$ cat src/sv/rotation_matrix_to_quaternion_top_defines.svh
// assertion macros shared by the rotation matrix to quaternion block
// expects signals named clock and reset in the module that uses them
`ifndef ROTATION_MATRIX_TO_QUATERNION_TOP_DEFINES_SVH
`define ROTATION_MATRIX_TO_QUATERNION_TOP_DEFINES_SVH

// expression must hold at every clock edge out of reset
`define RMQ_ASSERT(lbl, expr, msg) \
   lbl: assert property (@(posedge clock) disable iff (reset) (expr)) \
      else $error(msg);

// consequent must hold in the cycle after the antecedent
`define RMQ_ASSERT_NEXT(lbl, ante, cons, msg) \
   lbl: assert property (@(posedge clock) disable iff (reset) (ante) |=> (cons)) \
      else $error(msg);

`endif

$ cat src/sv/rmq_pkg.sv
// types, widths and codes for the rotation matrix to quaternion block
// no dependencies
package rmq_pkg;

   localparam int DATA_WIDTH = 16;
   localparam int FRAC_BITS  = 14;
   localparam int ONE        = 1 << FRAC_BITS;

   // signed width that holds any three-element sum plus one
   localparam int SUM_W      = DATA_WIDTH + 3;
   // clamped radicand, unsigned
   localparam int RAD_W      = DATA_WIDTH + 1;
   // square root: one result bit per stage
   localparam int SQ_STEPS   = (RAD_W + FRAC_BITS + 1) / 2;
   localparam int ROOT_W     = SQ_STEPS;
   localparam int SQ_IN_W    = 2 * SQ_STEPS;
   localparam int SQ_REM_W   = ROOT_W + 2;
   // pair sum or difference magnitude
   localparam int MAG_W      = DATA_WIDTH + 1;
   // divider: one quotient bit per stage
   localparam int DIV_STEPS  = MAG_W + FRAC_BITS;
   localparam int DVS_W      = ROOT_W + 1;
   localparam int DIV_REM_W  = ROOT_W + 2;

   typedef logic signed [DATA_WIDTH-1:0] elem_type;

   typedef enum logic [1:0] {
      PIV_W,
      PIV_X,
      PIV_Y,
      PIV_Z
   } pivot_type;

   typedef struct packed {
      elem_type m00, m01, m02;
      elem_type m10, m11, m12;
      elem_type m20, m21, m22;
   } mat_type;

   typedef struct packed {
      logic             neg;
      logic [MAG_W-1:0] mag;
   } term_type;

   // term index: 0 w, 1 x, 2 y, 3 z
   typedef struct packed {
      pivot_type      pivot;
      term_type [3:0] term;
   } pass_type;

   typedef struct packed {
      logic [RAD_W-1:0] rad;
      pass_type         pass;
   } prep_type;

   typedef struct packed {
      logic [ROOT_W-1:0] root;
      pass_type          pass;
   } root_type;

   typedef struct packed {
      elem_type  qw, qx, qy, qz;
      pivot_type pivot;
   } quat_type;

endpackage

$ cat src/sv/rmq_front.sv
// front end: trace, diagonal compares, pivot choice, radicand and pair terms
// two register stages; depends on rmq_pkg and the defines header
`include "rotation_matrix_to_quaternion_top_defines.svh"

module rmq_front (
   input  logic              clock,
   input  logic              reset,
   input  logic              in_valid,
   output logic              in_ready,
   input  rmq_pkg::mat_type  in_mat,
   output logic              out_valid,
   input  logic              out_ready,
   output rmq_pkg::prep_type out_prep
);
   import rmq_pkg::*;

   typedef logic signed [SUM_W-1:0] sum_type;
   typedef logic signed [MAG_W-1:0] pair_type;

   function automatic term_type to_term(input pair_type v);
      term_type t;
      t.neg = v[MAG_W-1];
      t.mag = t.neg ? MAG_W'(-v) : MAG_W'(v);
      return t;
   endfunction

   // stage a
   logic     a_valid_ff;
   logic     a_ready;
   sum_type  a_trace_ff, a_trace_in;
   logic     a_c10_ff, a_c20_ff, a_c21_ff;
   sum_type  a_rad_ff [4];
   sum_type  a_rad_in [4];
   pair_type a_dif_ff [3];
   pair_type a_dif_in [3];
   pair_type a_sum_ff [3];
   pair_type a_sum_in [3];

   // stage b
   logic      b_valid_ff;
   logic      b_ready;
   prep_type  b_prep_ff, b_prep_in;
   pivot_type piv;
   sum_type   rad_sel;

   sum_type m00, m11, m22, one_s;

   assign m00   = SUM_W'(in_mat.m00);
   assign m11   = SUM_W'(in_mat.m11);
   assign m22   = SUM_W'(in_mat.m22);
   assign one_s = SUM_W'(ONE);

   assign a_trace_in  = m00 + m11 + m22;
   assign a_rad_in[0] = a_trace_in + one_s;
   assign a_rad_in[1] = m00 - m11 - m22 + one_s;
   assign a_rad_in[2] = m11 - m22 - m00 + one_s;
   assign a_rad_in[3] = m22 - m00 - m11 + one_s;

   // differences: x-axis, y-axis, z-axis pairs
   assign a_dif_in[0] = pair_type'(in_mat.m21) - pair_type'(in_mat.m12);
   assign a_dif_in[1] = pair_type'(in_mat.m02) - pair_type'(in_mat.m20);
   assign a_dif_in[2] = pair_type'(in_mat.m10) - pair_type'(in_mat.m01);
   // sums: xy, xz, yz pairs
   assign a_sum_in[0] = pair_type'(in_mat.m10) + pair_type'(in_mat.m01);
   assign a_sum_in[1] = pair_type'(in_mat.m20) + pair_type'(in_mat.m02);
   assign a_sum_in[2] = pair_type'(in_mat.m21) + pair_type'(in_mat.m12);

   assign b_ready  = !b_valid_ff || out_ready;
   assign a_ready  = !a_valid_ff || b_ready;
   assign in_ready = a_ready;

   always_ff @(posedge clock) begin
      if (reset) begin
         a_valid_ff <= 1'b0;
      end else if (a_ready) begin
         a_valid_ff <= in_valid;
      end
      if (a_ready && in_valid) begin
         a_trace_ff <= a_trace_in;
         a_c10_ff   <= in_mat.m11 > in_mat.m00;
         a_c20_ff   <= in_mat.m22 > in_mat.m00;
         a_c21_ff   <= in_mat.m22 > in_mat.m11;
         a_rad_ff   <= a_rad_in;
         a_dif_ff   <= a_dif_in;
         a_sum_ff   <= a_sum_in;
      end
   end

   // ties keep the lower axis
   always_comb begin
      if (a_trace_ff > 0) begin
         piv = PIV_W;
      end else if (a_c10_ff) begin
         piv = a_c21_ff ? PIV_Z : PIV_Y;
      end else begin
         piv = a_c20_ff ? PIV_Z : PIV_X;
      end
   end

   always_comb begin
      b_prep_in.pass.pivot = piv;
      b_prep_in.pass.term  = '0;
      rad_sel              = a_rad_ff[0];
      case (piv)
         PIV_W: begin
            rad_sel                 = a_rad_ff[0];
            b_prep_in.pass.term[1] = to_term(a_dif_ff[0]);
            b_prep_in.pass.term[2] = to_term(a_dif_ff[1]);
            b_prep_in.pass.term[3] = to_term(a_dif_ff[2]);
         end
         PIV_X: begin
            rad_sel                 = a_rad_ff[1];
            b_prep_in.pass.term[0] = to_term(a_dif_ff[0]);
            b_prep_in.pass.term[2] = to_term(a_sum_ff[0]);
            b_prep_in.pass.term[3] = to_term(a_sum_ff[1]);
         end
         PIV_Y: begin
            rad_sel                 = a_rad_ff[2];
            b_prep_in.pass.term[0] = to_term(a_dif_ff[1]);
            b_prep_in.pass.term[1] = to_term(a_sum_ff[0]);
            b_prep_in.pass.term[3] = to_term(a_sum_ff[2]);
         end
         PIV_Z: begin
            rad_sel                 = a_rad_ff[3];
            b_prep_in.pass.term[0] = to_term(a_dif_ff[2]);
            b_prep_in.pass.term[1] = to_term(a_sum_ff[1]);
            b_prep_in.pass.term[2] = to_term(a_sum_ff[2]);
         end
         default: begin
            rad_sel = a_rad_ff[0];
         end
      endcase
      // negative radicand clamps to zero
      b_prep_in.rad = rad_sel[SUM_W-1] ? '0 : rad_sel[RAD_W-1:0];
   end

   always_ff @(posedge clock) begin
      if (reset) begin
         b_valid_ff <= 1'b0;
      end else if (b_ready) begin
         b_valid_ff <= a_valid_ff;
      end
      if (b_ready && a_valid_ff) begin
         b_prep_ff <= b_prep_in;
      end
   end

   assign out_valid = b_valid_ff;
   assign out_prep  = b_prep_ff;

   `RMQ_ASSERT_NEXT(a_pivot_w_trace, a_valid_ff && b_ready,
      (b_prep_ff.pass.pivot == PIV_W) == $past(a_trace_ff > 0), "pivot w disagrees with trace")

endmodule

$ cat config.mk
export PLATFORM = sky130hd
export DESIGN_NAME = rmq_front
export DESIGN_NICKNAME = d
export VERILOG_FILES = /design/src/sv/rmq_pkg.sv /design/src/sv/rmq_front.sv
export VERILOG_INCLUDE_DIRS = /design/src /design/src/sv
export SDC_FILE = /design/constraint.sdc
export NUM_CORES = 1
export LEC_CHECK = 0
export ABC_CLOCK_PERIOD_IN_PS = 12700
export BUFFER_PORTS_ARGS = -buffer_cell sky130_fd_sc_hd__buf_2
export CAP_MARGIN = 25
export CORE_UTILIZATION = 45
export CTS_CLUSTER_DIAMETER = 30
export DETAILED_ROUTE_END_ITERATION = 16
export MAX_ROUTING_LAYER = met4
export PLACE_DENSITY_LB_ADDON = 0.3
export SETUP_SLACK_MARGIN = 0.05
export SLEW_MARGIN = 10
export SYNTH_ARGS = -nofsm -noshare
export SYNTH_HDL_FRONTEND = slang
export SYNTH_SLANG_ARGS = --single-unit
$ cat constraint.sdc
create_clock -name clock -period 12.7 [get_ports clock]
set_clock_uncertainty 0.15 [all_clocks]
set_input_delay 3.175 -clock clock [delete_from_list [all_inputs] [get_ports clock]]
set_output_delay 3.175 -clock clock [all_outputs]
set_load 0.005 [all_outputs]
==> summary.txt <==
Outcome
  • Run status: finished clean

Die
  • Die Span Y: 226 µm
  • Number of placed I/O pins: 241
  • Number of core rows: 81
  • Starting utilization of the core area: 45.9%
  • Die area: 51,300 µm²
  • Die W: 226 µm
  • Floorplan core area: 49,400 µm²

Worst setup path
  • Worst-path maximum fanout: 4
  • Type of destination of the critical path: primary output
  • Critical Path Start Type: primary input
  • Worst Path Arrival: 3.86 ns
  • Kind of critical path: primary input to primary output
  • Required time of the critical path: 9.38 ns

STA
  • Post-route setup TNS: 0 ns
  • Pin slew with the least headroom to its limit: 0.990 ns
  • Highest attainable clock frequency: 139 MHz
  • Count of final setup violators: 0
  • Number of hold violations in the final report: 0
  • Worst hold slack across all endpoints: 0.363 ns
  • Worst slew slack as a fraction of its limit: 34.0%
  • Fin crit share: 56.6%
  • Shortest clock period the worst path allows after layout: 7.19 ns
  • Setup repair after global routing missed its margin: false
  • Final slew viol count: 0

Synthesis
  • Number of storage elements in the synthesis netlist: 269
  • Distinct cells, synth: 67
  • Cell taking the most area after synthesis: sky130_fd_sc_hd__edfxtp_1
  • Average cell area after synthesis: 10.0 µm²
  • Most instantiated cells after synthesis: sky130_fd_sc_hd__ha_1 (305), sky130_fd_sc_hd__edfxtp_1 (267), sky130_fd_sc_hd__inv_1 (253), sky130_fd_sc_hd__nor2_1 (158), sky130_fd_sc_hd__a21oi_1 (136)
  • Share of the yosys chip area belonging to registers: 35.6%
  • Dominant register cell in the synthesized netlist: sky130_fd_sc_hd__edfxtp_1
  • Post-synthesis instance total: 2,264
  • Net Count, Synth: 2,792
  • Most frequently used cell type in the post-synthesis netlist: sky130_fd_sc_hd__ha_1
  • Number of enable-type register cells in the synthesized netlist: 267
  • Synth top area cells: sky130_fd_sc_hd__edfxtp_1 (35%), sky130_fd_sc_hd__ha_1 (17%), sky130_fd_sc_hd__fa_1 (6.6%)
  • FFs w/ async S/R, synth: 0%
  • Fraction of synthesized cell area taken by the top area cell type: 35.4%
  • Warnings from Yosys: 0
  • Mapped Area: 22,700 µm²

Clock tree
  • Cell chosen for the clock root: sky130_fd_sc_hd__clkbuf_16
  • Num CTS Buffers: 47
  • CTS Hold Buffers Added: 0
  • CTS tree: done
  • CTS max path bufs: 3
  • Source-to-sink clock delay at the later pin of the worst-skew pair: 0.55 ns
  • CTS H-Tree Depth: 2
  • Cells resized by post-CTS repair: 0
  • Clock sink count: 269
  • Register clock-pin slew on the reported worst setup and hold paths: 0.05 ns
  • Number of setup buffers added after CTS: 0

Cells and area
  • Share of layout cells above drive strength 1: 14.3%
  • Synthesis-to-finish area growth: 15.2%
  • Nets: 3,013
  • Final Util: 52.9%
  • Cell area after layout: 26,100 µm²

Route
  • Vias post-DR: 17,500
  • DRC violations left: 0
  • Iter 0 DRT Violations: 1,291
  • Routed wire length: 59,800 µm
  • DR WL/cell: 18.8 µm
  • Number of antenna-violating nets in the routed design: 0
  • Vias per cell: 5.49
  • Initial DRT Pass Iterations: 6

Min path
  • Worst min path class: flip-flop to flip-flop

Power and ir drop
  • Total power density per cell area: 145 nW/µm²
  • Static Leakage: 11.3 nW
  • IR drop worst, VDD: 0.0928 mV

Global routing
  • Global routing usage summed across all routing layers: 23.9%
  • Global route overflow: 0
  • Antenna violations before repair: 2
  • Pin count of the biggest net entering global routing: 86
  • Wire length of the first global-routing pass: 92,500 µm
  • Number of global-route vias before repair: 17,100

Placed design
  • RePlAce Congestion: 0.939
  • Port buffer count: 240
  • Dpl hpwl: 48,300 µm
  • Dpl cell area: 24,500 µm²

Flow run
  • Max capacitance violation total: 0
## registers in the layout (all words and copies together), names as in the netlist
name,count
a_sum_ff,48
a_c21_ff,1
a_c20_ff,1
out_valid,1
out_prep,91
a_dif_ff,51
a_c10_ff,1
a_valid_ff,1
a_rad_ff,57
a_trace_ff,17
## per-stage QoR
step	power, mW	std cells	worst slack, ns
after CTS	3.78	3186	5.51
after global placement	2.52	3099	5.51
after floorplan	2.14	2264	4.64
after global routing	3.97	3189	5.45
final	3.77	3189	5.51
after detailed placement	2.55	3099	5.44
## kinds of logic (layout without fill, tap and decap cells)
group / Yosys count / count (layout) / share of synthesized area, %
AOI/OAI and AO/OA: 581 / 581 / 16.8
and+or+nand+nor: 484 / 484 / 10.2
adders and majority gates: 380 / 380 / 23.5
buffers and inverters: 332 / 591 / 5.50
DFF: 269 / 269 / 35.6
xor gates and xnor gates: 209 / 209 / 8.08
muxes: 9 / 9 / 0.398
other: 0 / 2 / 0
## final timing paths
path | startpoint | to | slack, ns | cells past startpoint
hold / removal | a_valid_ff | out_valid | 0.36 | 2
hold reg to reg | a_valid_ff | out_valid | 0.36 | 2
setup / recovery | out_ready | in_ready | 5.51 | 4
setup reg to reg | a_trace_ff[16] | out_prep[81] | 8.91 | 7
## cell usage in the layout (no fill, tap or decap), types with 12 or more instances in the layout
master                        n
sky130_fd_sc_hd__a211oi_1    15
sky130_fd_sc_hd__a21o_1      27
sky130_fd_sc_hd__a21oi_1    136
sky130_fd_sc_hd__a221oi_1    13
sky130_fd_sc_hd__a22oi_1     24
sky130_fd_sc_hd__a311oi_1    19
sky130_fd_sc_hd__a31oi_1     15
sky130_fd_sc_hd__buf_2      240
sky130_fd_sc_hd__clkbuf_16   48
sky130_fd_sc_hd__edfxtp_1   267
sky130_fd_sc_hd__fa_1        75
sky130_fd_sc_hd__ha_1       305
sky130_fd_sc_hd__inv_1      253
sky130_fd_sc_hd__nand2_1    127
sky130_fd_sc_hd__nand2b_1    31
sky130_fd_sc_hd__nand3_1     20
sky130_fd_sc_hd__nor2_1     156
sky130_fd_sc_hd__nor2b_1     26
sky130_fd_sc_hd__nor3_1      33
sky130_fd_sc_hd__nor4_1      19
sky130_fd_sc_hd__o21a_1      31
sky130_fd_sc_hd__o21ai_0    115
sky130_fd_sc_hd__o21bai_1    30
sky130_fd_sc_hd__o221ai_1    12
sky130_fd_sc_hd__o22ai_1     45
sky130_fd_sc_hd__o31ai_1     27
sky130_fd_sc_hd__o41ai_1     20
sky130_fd_sc_hd__or3_1       14
sky130_fd_sc_hd__or4_1       14
sky130_fd_sc_hd__xnor2_1    121
sky130_fd_sc_hd__xor2_1      88
## power by group
part / internal (mW) / switching, mW / leakage, nW
registers: 1.22 / 0.0969 / 2.59
logic: 0.485 / 0.748 / 7.92
clock network: 0.781 / 0.443 / 0.754
total: 2.49 / 1.29 / 11.3
## cell type report
| class | count | area [µm²] |
|---|---|---|
| Fill cell | 4387 | 23200 |
| Multi-Input combinational cell | 1663 | 13400 |
| Sequential cell | 269 | 8060 |
| Timing Repair Buffer | 251 | 1300 |
| Clock buffer | 52 | 1220 |
| Inverter | 253 | 950 |
| Tap cell | 664 | 831 |
| Clock inverter | 35 | 349 |
| Antenna cell | 2 | 5.00 |
## layer usage
metal | GRT usage [%] | up-vias | part of all wire (%)
li1 | - | 8492 | -
met1 | 30.8 | 8394 | 44
met2 | 39.8 | 544 | 48
met3 | 2.67 | 89 | 5.2
met4 | 6.78 | 0 | 2.7
met5 | - | - | 0
## worst max-delay path, stage by stage
cell	delay (ns)
sky130_fd_sc_hd__buf_2	0.10
sky130_fd_sc_hd__nor2b_1	0.32
sky130_fd_sc_hd__nand2_1	0.12
sky130_fd_sc_hd__buf_2	0.14
Note: power is estimated with default switching activity, not from simulation.
