## config.mk

```make
export PLATFORM = sky130hd
export DESIGN_NAME = rmq_sqrt
export DESIGN_NICKNAME = d
export VERILOG_FILES = /design/src/sv/rotation_matrix_to_quaternion_top_defines.svh /design/src/sv/rmq_pkg.sv /design/src/sv/rmq_sqrt.sv
export SDC_FILE = /design/constraint.sdc
export NUM_CORES = 1
export LEC_CHECK = 0
export ABC_AREA = 1
export ABC_CLOCK_PERIOD_IN_PS = 13300
export BUFFER_PORTS_ARGS = -buffer_cell sky130_fd_sc_hd__buf_2
export CORE_UTILIZATION = 55
export CTS_CLUSTER_SIZE = 12
export DETAILED_ROUTE_END_ITERATION = 6
export GPL_TIMING_DRIVEN = 1
export HOLD_SLACK_MARGIN = 0.1
export PLACE_DENSITY = 0.73
export SYNTH_ARGS = -nofsm -noshare
export SYNTH_HDL_FRONTEND = slang
export SYNTH_SLANG_ARGS = --single-unit
```

## constraint.sdc

```tcl
create_clock -name clock -period 13.3 [get_ports clock]
set_input_delay 2.66 -clock clock [delete_from_list [all_inputs] [get_ports clock]]
set_output_delay 2.66 -clock clock [all_outputs]
set_load 0.02 [all_outputs]
```

## src/sv/rotation_matrix_to_quaternion_top_defines.svh

```systemverilog
// assertion macros shared by the rotation matrix to quaternion block
// expects signals named clock and reset in the module that uses them
`ifndef ROTATION_MATRIX_TO_QUATERNION_TOP_DEFINES_SVH
`define ROTATION_MATRIX_TO_QUATERNION_TOP_DEFINES_SVH

// expression must hold at every clock edge out of reset
`define RMQ_ASSERT(lbl, expr, msg) \
   lbl: assert property (@(posedge clock) disable iff (reset) (expr)) \
      else $error(msg);

// consequent must hold in the cycle after the antecedent
`define RMQ_ASSERT_NEXT(lbl, ante, cons, msg) \
   lbl: assert property (@(posedge clock) disable iff (reset) (ante) |=> (cons)) \
      else $error(msg);

`endif

```

## src/sv/rmq_pkg.sv

```systemverilog
// types, widths and codes for the rotation matrix to quaternion block
// no dependencies
package rmq_pkg;

   localparam int DATA_WIDTH = 16;
   localparam int FRAC_BITS  = 14;
   localparam int ONE        = 1 << FRAC_BITS;

   // signed width that holds any three-element sum plus one
   localparam int SUM_W      = DATA_WIDTH + 3;
   // clamped radicand, unsigned
   localparam int RAD_W      = DATA_WIDTH + 1;
   // square root: one result bit per stage
   localparam int SQ_STEPS   = (RAD_W + FRAC_BITS + 1) / 2;
   localparam int ROOT_W     = SQ_STEPS;
   localparam int SQ_IN_W    = 2 * SQ_STEPS;
   localparam int SQ_REM_W   = ROOT_W + 2;
   // pair sum or difference magnitude
   localparam int MAG_W      = DATA_WIDTH + 1;
   // divider: one quotient bit per stage
   localparam int DIV_STEPS  = MAG_W + FRAC_BITS;
   localparam int DVS_W      = ROOT_W + 1;
   localparam int DIV_REM_W  = ROOT_W + 2;

   typedef logic signed [DATA_WIDTH-1:0] elem_type;

   typedef enum logic [1:0] {
      PIV_W,
      PIV_X,
      PIV_Y,
      PIV_Z
   } pivot_type;

   typedef struct packed {
      elem_type m00, m01, m02;
      elem_type m10, m11, m12;
      elem_type m20, m21, m22;
   } mat_type;

   typedef struct packed {
      logic             neg;
      logic [MAG_W-1:0] mag;
   } term_type;

   // term index: 0 w, 1 x, 2 y, 3 z
   typedef struct packed {
      pivot_type      pivot;
      term_type [3:0] term;
   } pass_type;

   typedef struct packed {
      logic [RAD_W-1:0] rad;
      pass_type         pass;
   } prep_type;

   typedef struct packed {
      logic [ROOT_W-1:0] root;
      pass_type          pass;
   } root_type;

   typedef struct packed {
      elem_type  qw, qx, qy, qz;
      pivot_type pivot;
   } quat_type;

endpackage

```

## src/sv/rmq_sqrt.sv

```systemverilog
// pipelined integer square root, one root bit per stage
// carries the pivot and pair terms alongside; depends on rmq_pkg
module rmq_sqrt (
   input  logic              clock,
   input  logic              reset,
   input  logic              in_valid,
   output logic              in_ready,
   input  rmq_pkg::prep_type in_prep,
   output logic              out_valid,
   input  logic              out_ready,
   output rmq_pkg::root_type out_root
);
   import rmq_pkg::*;

   logic                v_ff    [SQ_STEPS];
   logic                rdy     [SQ_STEPS];
   logic [SQ_IN_W-1:0]  rad_ff  [SQ_STEPS];
   logic [SQ_REM_W-1:0] rem_ff  [SQ_STEPS];
   logic [ROOT_W-1:0]   root_ff [SQ_STEPS];
   pass_type            pass_ff [SQ_STEPS];

   for (genvar k = 0; k < SQ_STEPS; k++) begin : g_stage
      logic                v_src;
      logic                rdy_next;
      logic [SQ_IN_W-1:0]  rad_src, rad_in;
      logic [SQ_REM_W-1:0] rem_src, rem_in, rem_sh;
      logic [ROOT_W-1:0]   root_src, root_in;
      pass_type            pass_src;
      logic [SQ_REM_W:0]   trial;

      if (k == 0) begin : g_first
         assign v_src    = in_valid;
         assign rad_src  = SQ_IN_W'({in_prep.rad, {FRAC_BITS{1'b0}}});
         assign rem_src  = '0;
         assign root_src = '0;
         assign pass_src = in_prep.pass;
      end else begin : g_next
         assign v_src    = v_ff[k-1];
         assign rad_src  = rad_ff[k-1];
         assign rem_src  = rem_ff[k-1];
         assign root_src = root_ff[k-1];
         assign pass_src = pass_ff[k-1];
      end

      if (k == SQ_STEPS - 1) begin : g_last
         assign rdy_next = out_ready;
      end else begin : g_mid
         assign rdy_next = rdy[k+1];
      end

      assign rdy[k] = !v_ff[k] || rdy_next;

      // bring down two radicand bits, try subtracting 4*root+1
      assign rem_sh  = {rem_src[SQ_REM_W-3:0], rad_src[SQ_IN_W-1 -: 2]};
      assign trial   = {1'b0, rem_sh} - {1'b0, root_src, 2'b01};
      assign rad_in  = {rad_src[SQ_IN_W-3:0], 2'b00};
      assign rem_in  = trial[SQ_REM_W] ? rem_sh : trial[SQ_REM_W-1:0];
      assign root_in = {root_src[ROOT_W-2:0], !trial[SQ_REM_W]};

      always_ff @(posedge clock) begin
         if (reset) begin
            v_ff[k] <= 1'b0;
         end else if (rdy[k]) begin
            v_ff[k] <= v_src;
         end
         if (rdy[k] && v_src) begin
            rad_ff[k]  <= rad_in;
            rem_ff[k]  <= rem_in;
            root_ff[k] <= root_in;
            pass_ff[k] <= pass_src;
         end
      end
   end

   assign in_ready      = rdy[0];
   assign out_valid     = v_ff[SQ_STEPS-1];
   assign out_root.root = root_ff[SQ_STEPS-1];
   assign out_root.pass = pass_ff[SQ_STEPS-1];

endmodule

```

==> results of run 1 <==
[cells in the final DEF (no fill, tap or decap), drive strengths merged, types with 3 or more instances in the layout]
cell and n:
clkinv 23, o21ai 138, o21bai 4, buf 203, o211ai 3, xor2 64, o21a 3, nand2 367
a21boi 4, ha 127, nand3b 4, o2111ai 7, a31oi 13, a211oi 3, nand4 20, inv 339
clkinvlp 3, edfxtp 1615, or2 16, nor4 13, nor3 39, xnor2 53, nand3 80, clkbuf 186
a21oi 138, fa 6, o31ai 4, a21o 6, nor2 131
[where the power goes]
group          switching, uW  internal, uW
Combinational           47.4          22.6
Sequential              17.4          5600
Clock                   1750          2240
Total                   1820          7860
[through the flow]
stage	util	power, uW	cells
6_report	0.6240	9673	5001
5_1_grt	0.6240	9960	5001
4_1_cts	0.6240	9775	5001
3_5_place_dp	0.5807	5791	4782
3_3_place_gp	0.5807	5787	4782
2_1_floorplan	-	5757	3221
[kinds of logic after synthesis]
logic type | Yosys count | share of synthesized area
DFF | 1615 | 0.8453
and+or+nand+nor | 672 | 0.05175
buffers and inverters | 355 | 0.02403
AOI/OAI and AO/OA | 328 | 0.03117
adders and majority gates | 133 | 0.02979
xor gates and xnor gates | 117 | 0.01786
other | 1 | 0.00006537
[critical path: stages]
cell	delay [ps]
buf_2	100
inv_1	70
nand4_2	120
nor3_4	320
nand4_2	190
nor2_4	240
nand4_4	130
nor2_4	180
nand4_2	140
buf_2	190
[how the worst max path moves through the flow]
| stage | endpoint | cells past startpoint |
|---|---|---|
| floorplan | pass_ff[0][222] | 8 |
| global placement | in_ready | 10 |
| detailed placement | in_ready | 10 |
| CTS | in_ready | 10 |
| global route | in_ready | 10 |
| finish | in_ready | 10 |
[metal layers]
layer  wire, um  global-route usage  vias to the layer above
met5         25                   0                        -
met4       2508             0.06542                        4
met3       3990             0.03238                      177
met2      45210              0.2965                      642
met1      36940              0.2137                    12300
li1           -                   -                    12460
[cell type report]
class	count	share of cell area
flip-flops and latches	1615	0.7510
multi-input cells	1251	0.1169
inverters	333	0.01970
well taps	1380	0.02674
clock buffers	186	0.06483
repair buffers	203	0.01639
clock inverters	33	0.004476
[state kept, by name (all words and copies together) (netlist names)]
register	cells
root_ff	136
rad_ff	72
v_ff	16
rem_ff	207
pass_ff	1184
==> results.md, run 1 <==
- Outcome: complete, no violations
- Hold Path Cell Cnt: 0
- Reg2Reg Depth: 8
- Final setup vio count: 0
- Root Buffer: clkbuf_16
- Flop-to-flop setup slack: 10310 ps
- Worst path arrival time: 4360 ps
- RSZ-0062 raised after global routing: no
- Crit share post-route: 0.5276
- P&R area growth vs syn: 12.56%
- Initial core utilization: 0.5543
- Via-to-Cell Ratio: 5.117
- Final Critical Period: 7018 ps
- Lkg Pwr: 0.02262 uW
- Final HPWL DP: 52.30 mm
- Multi-input logic area: 7547 um^2
- Die Ht: 325.0 um
- Global-route wire length before repair: 138.6 mm
- Congestion Overflow GR: 0
- Worst Setup SP: out_ready
- Clock tree buffer depth: 3
- Top FF cell, synth: edfxtp_1
- WL per Instance: 17.73 um
- Cell count after synthesis: 3221
- Post-synth top area cell: edfxtp_1
- Cell area after placement: 60100 um^2
- #FFs+latches synth: 1615
- Core ar.: 103500 um^2
- WL final: 88.68 mm
- Vias in the first global route: 26050
- Final Slew Violations: 0
- CTS buffer count: 160
- Vias: 25590
- Worst slew margin: 0.1887
- 1st-iter DRT viols: 1840
- Sequential fraction of the synthesis area: 0.8453
- Reg clk slew, reported paths: 60 ps
- Worst Hold End: pass_ff[0][345]
- Critical path required time: 10640 ps
- Endpoint class of the critical path: output pin
- Hold violation count in the final report: 0
- Die width: 325.0 um
- Port bufs: 186
- Reg-to-reg critical path startpoint: v_ff[1][6]
- Mapped Area: 57370 um^2
- Synth warn: 0
- FF-to-FF End: pass_ff[0][243]
- Clock sinks: 1615
- Largest net degree at the start of global routing: 89
- CTS tree: done
- Fin Clk Skew: 29.51 ps
- Antenna violation net count after detailed routing: 0
- DRC: 0
- Dpl ws: 6240 ps
- CTS resizes: 0
- Fraction of registers with async set/reset: 0
- Crit Path Max Fanout: 6
- Final Instance Area: 64580 um^2
- Routability Congestion: 0.8742
- Most frequent cell after synthesis: edfxtp_1
- Total setup buffers inserted after CTS: 0
- Post-Syn Nets: 3449
- Drt pass-1 iters: 5
- Mean Syn Cell Area: 17.81 um^2
- # rows: 118
- Final setup margin: 6282 ps
- Startpoint types: input port
- GRT Overall Usage: 0.1709
- IO Pins: 187
- Netlist cell types: 53
- Final Net Count: 3792
- EDFF count, synth: 1615
- Antenna Cells: 0
- Die area: 105600 um^2
- Sequential Area: 48500 um^2
- Worst-Margin Slew: 1217 ps
- Power per Cell Area: 149.8 nW/um^2
- CP Class: in2out
- Antenna violations before repair: 3
- Worst ir drop on vdd: 0.1625 mV
- Setup TNS: 0 ps
- Max-Cap Viols: 0
- Synth top cells by count: edfxtp_1, nand2_1, inv_1
- Clock latency on the worst-skew pair: 750 ps
- Min-Delay Startpoint: pass_ff[0][271]
- Worst min path class: reg2reg
- Layout cells sized above 1: 0.1295
- Fillers: 7015
- Clock H-tree levels: 4
- Hold Buf Count CTS: 0
- Fin Hold WS: 400.9 ps
- Top post-synthesis cells by area: edfxtp_1, ha_1, nand2_1
- FMAX: 142.5 MHz
- Synth top area share: 0.8453
(Power assumes the default switching activity.)
==> inputs of run 2 (changes only) <==
--- a/config.mk
+++ b/config.mk
@@ -5,15 +5,15 @@
 export SDC_FILE = /design/constraint.sdc
 export NUM_CORES = 1
 export LEC_CHECK = 0
-export ABC_AREA = 1
-export ABC_CLOCK_PERIOD_IN_PS = 13300
+export ABC_AREA = 0
+export ABC_CLOCK_PERIOD_IN_PS = 6400
 export BUFFER_PORTS_ARGS = -buffer_cell sky130_fd_sc_hd__buf_2
 export CORE_UTILIZATION = 55
 export CTS_CLUSTER_SIZE = 12
 export DETAILED_ROUTE_END_ITERATION = 6
 export GPL_TIMING_DRIVEN = 1
 export HOLD_SLACK_MARGIN = 0.1
-export PLACE_DENSITY = 0.73
+export PLACE_DENSITY = 0.76
 export SYNTH_ARGS = -nofsm -noshare
 export SYNTH_HDL_FRONTEND = slang
 export SYNTH_SLANG_ARGS = --single-unit
==> constraint.sdc (replaced) <==
create_clock -name clock -period 6.4 [get_ports clock]
set_input_delay 1.28 -clock clock [delete_from_list [all_inputs] [get_ports clock]]
set_output_delay 1.28 -clock clock [all_outputs]
set_load 0.02 [all_outputs]
==> run 2 against run 1 <==
  * Global-route usage shrank 0.64 points
  * Area after synthesis decreased by 0.50%
  * Register-to-register slack worse by 7800 ps
  * First-iteration DRC count is 3.0% lower
  * Power grew 110%
  * Wire length decreased by 4.3%
  * Sequential share of layout area up 0.16 points
  * Synthesized cell count decreased by 10%
  * Via count down 4.6%
  * Clock power rose by 110%
  * Highest routed layer is now met4
==> results.md, run 2 <==
- Critical path required time: 5120 ps (-5520 ps)
- Min-Delay Startpoint: pass_ff[1][415]
- Worst min path class: reg2reg
- Antenna violations before repair: 0 (-3)
- WL per Instance: 18.20 um (+2.6%)
- CTS tree: done
- DRC: 0 (unchanged)
- GRT Overall Usage: 0.1645 (-0.006444)
- Root Buffer: clkbuf_16
- Fin cells: 4664 (-6.7%)
- Total setup buffers inserted after CTS: 0 (unchanged)
- Netlist cell types: 74 (+40%)
- Die area: 105100 um^2 (-0.50%)
- Drt pass-1 iters: 7 (+2)
- Multi-input logic area: 7968 um^2 (+5.6%)
- Crit Path Max Fanout: 7 (+1)
- Antenna violation net count after detailed routing: 0 (unchanged)
- Worst-Margin Slew: 1106 ps (-111.5 ps)
- Top FF cell, synth: edfxtp_1
- Fraction of registers with async set/reset: 0 (unchanged)
- Reg-to-reg critical path startpoint: v_ff[1][6]
- Vias: 24400 (-4.6%)
- Final HPWL DP: 49.51 mm (-5.3%)
- Worst slew margin: 0.2614 (+0.07275)
- Placed Cells: 4446 (-7.0%)
- Synth warn: 0 (unchanged)
- # rows: 117 (-0.85%)
- Mapped Area: 57080 um^2 (-0.50%)
- Most frequent cell after synthesis: edfxtp_1
- Die width: 324.2 um (-0.25%)
- Most flop-heavy register: pass_ff
- Final Critical Period: 5488 ps
- Hold Buf Count CTS: 0 (unchanged)
- Top post-synthesis cells by area: edfxtp_1, ha_1, mux2_2
- Largest regs: pass_ff: 1184 flops, rem_ff: 207 flops, root_ff: 136 flops
- Routability Congestion: 0.8696 (-0.53%)
- Lkg Pwr: 0.02185 uW (-3.4%)
- Clock H-tree levels: 4 (unchanged)
- Fillers: 6683 (-4.7%)
- Sequential fraction of the synthesis area: 0.8496 (+0.004243)
- Initial core utilization: 0.5579 (+0.003537)
- Commonest cells after routing, fill and taps aside: edfxtp_1, buf_2, inv_1
- FMAX: 182.2 MHz
- Endpoint class of the critical path: output pin
- WL final: 84.87 mm (-4.3%)
- Dpl ws: 1117 ps (-5122 ps)
- Worst path arrival time: 4210 ps (-150 ps)
- Mean Syn Cell Area: 19.70 um^2 (+11%)
- EDFF count, synth: 1615 (unchanged)
- Final Slew Violations: 0 (unchanged)
- Largest net degree at the start of global routing: 105 (+18%)
- Outcome: complete, no violations
- #FFs+latches synth: 1615 (unchanged)
- Post-Syn Nets: 3126 (-9.4%)
- CP Class: in2out
- Final Net Count: 3468 (-8.5%)
- Sequential Area: 48500 um^2 (unchanged)
- Crit share post-route: 0.8574
- Layout cells sized above 1: 0.1511 (+0.02162)
- Final setup margin: 912.4 ps (-5370 ps)
- Cell count after synthesis: 2898 (-10%)
- Commonest non-fill, non-tap cell in the layout: edfxtp_1
- 1st-iter DRT viols: 1784 (-3.0%)
- Power per Cell Area: 311.7 nW/um^2 (+110%)
- Die Ht: 324.2 um (-0.25%)
- Clock tree buffer depth: 3 (unchanged)
- Port bufs: 186 (unchanged)
- Worst Setup SP: out_ready
- RSZ-0062 raised after global routing: no
- Vias in the first global route: 24660 (-5.3%)
- Reg2Reg Depth: 9 (+1)
- CTS buffer count: 160 (unchanged)
- Largest register FFs: 1184 (unchanged)
- Post-synth top area cell: edfxtp_1
- Global-route wire length before repair: 132.8 mm (-4.2%)
- Via-to-Cell Ratio: 5.232 (+2.3%)
- Worst ir drop on vdd: 0.2822 mV (+74%)
- Synth top area share: 0.8496 (+0.004243)
- P&R area growth vs syn: 12.88%
- Reg clk slew, reported paths: 60 ps (about the same)
- Max-Cap Viols: 0 (unchanged)
- Startpoint types: input port
- Core ar.: 102300 um^2 (-1.1%)
- Hold violation count in the final report: 0 (unchanged)
- Clock latency on the worst-skew pair: 740 ps (about the same)
- Synth top cells by count: edfxtp_1, inv_1, ha_1
- CTS resizes: 0 (unchanged)
- Final setup vio count: 0 (unchanged)
- Fin Clk Skew: 22.69 ps (-6.816 ps)
- Hold Path Cell Cnt: 0 (unchanged)
- IO Pins: 187 (unchanged)
- Congestion Overflow GR: 0 (unchanged)
- Clock sinks: 1615 (unchanged)
==> run 2: cell types whose count changed in the layout (fill, tap and decap cells not counted), moves of 19 or more <==
cell,previous run,this run
xnor2_1,53,72
inv_1,312,166
o21a_1,3,46
a21o_1,6,26
a21oi_1,136,89
nand2_1,357,88
nand3_1,78,16
nand2b_1,0,22
mux2_2,0,58
o21ai_1,48,3
o21ai_0,88,69
nor2b_1,0,32
or3_1,0,23
==> run 2: power breakdown <==
| part | internal, uW | switching (uW) |
|---|---|---|
| combinational | 53.0 | 90.5 |
| clock | 4670 | 3610 |
| sequential | 11600 | 38.0 |
| total | 16300 | 3740 |
==> run 2: metal layers <==
metal  share of wire  vias to the layer above  wire (um)  GRT usage
li1                -                    11740          -          -
met1            0.42                    11940      35720     0.2097
met2            0.52                      589      43840     0.2834
met3           0.042                      130       3586    0.03197
met4           0.020                        0       1726    0.05545
met5               0                        -          0          0
==> run 2: worst max-delay path, cell delays in order <==
cell and delay (ps):
buf_2 140, and4b_1 500, and4_1 460, nand2_1 210
nor3_1 340, buf_4 240, and4_1 370, and2_1 400
nand2_1 90, buf_2 160
==> run 2: area by class of cell <==
type | instances | area share
flip-flops and latches | 1615 | 0.7526
multi-input cells | 1085 | 0.1236
clock buffers | 181 | 0.06402
well taps | 1368 | 0.02656
repair buffers | 212 | 0.01825
inverters | 166 | 0.009670
clock inverters | 36 | 0.005204
diodes | 1 | 0.00003883
==> run 2: worst paths after layout <==
check                           slack, ps              end
worst max-delay path                  910         in_ready
worst min-delay path                  410  pass_ff[1][489]
worst max register to register       2550   pass_ff[0][55]
worst min register to register        410  pass_ff[1][489]
==> run 2: per-stage QoR <==
stage | utilization | total power [uW] | TNS (ps) | instance area, um^2 | hold slack (ps)
2_1_floorplan | - | 11960 | -368040 | 57100 | 400.3
3_3_place_gp | 0.5861 | 12020 | 0 | 59980 | 400.3
3_5_place_dp | 0.5861 | 12030 | 0 | 59980 | 404.5
4_1_cts | 0.6297 | 20290 | 0 | 64440 | 404.1
5_1_grt | 0.6297 | 20680 | 0 | 64440 | 404.4
6_report | 0.6297 | 20080 | 0 | 64440 | 405.3
==> run 2: cells by family (layout without fill, tap and decap cells) <==
group,Yosys count,after routing,share of synthesized area
AO/OA/AOI/OAI,325,325,0.03691
XOR/XNOR,124,124,0.01903
adder cells (fa/ha/maj),133,133,0.02994
buffers and inverters,198,595,0.01311
flip-flops,1615,1615,0.8496
multiplexers,64,64,0.01249
other,1,2,0.00006569
AND/OR/NAND/NOR,438,438,0.03888
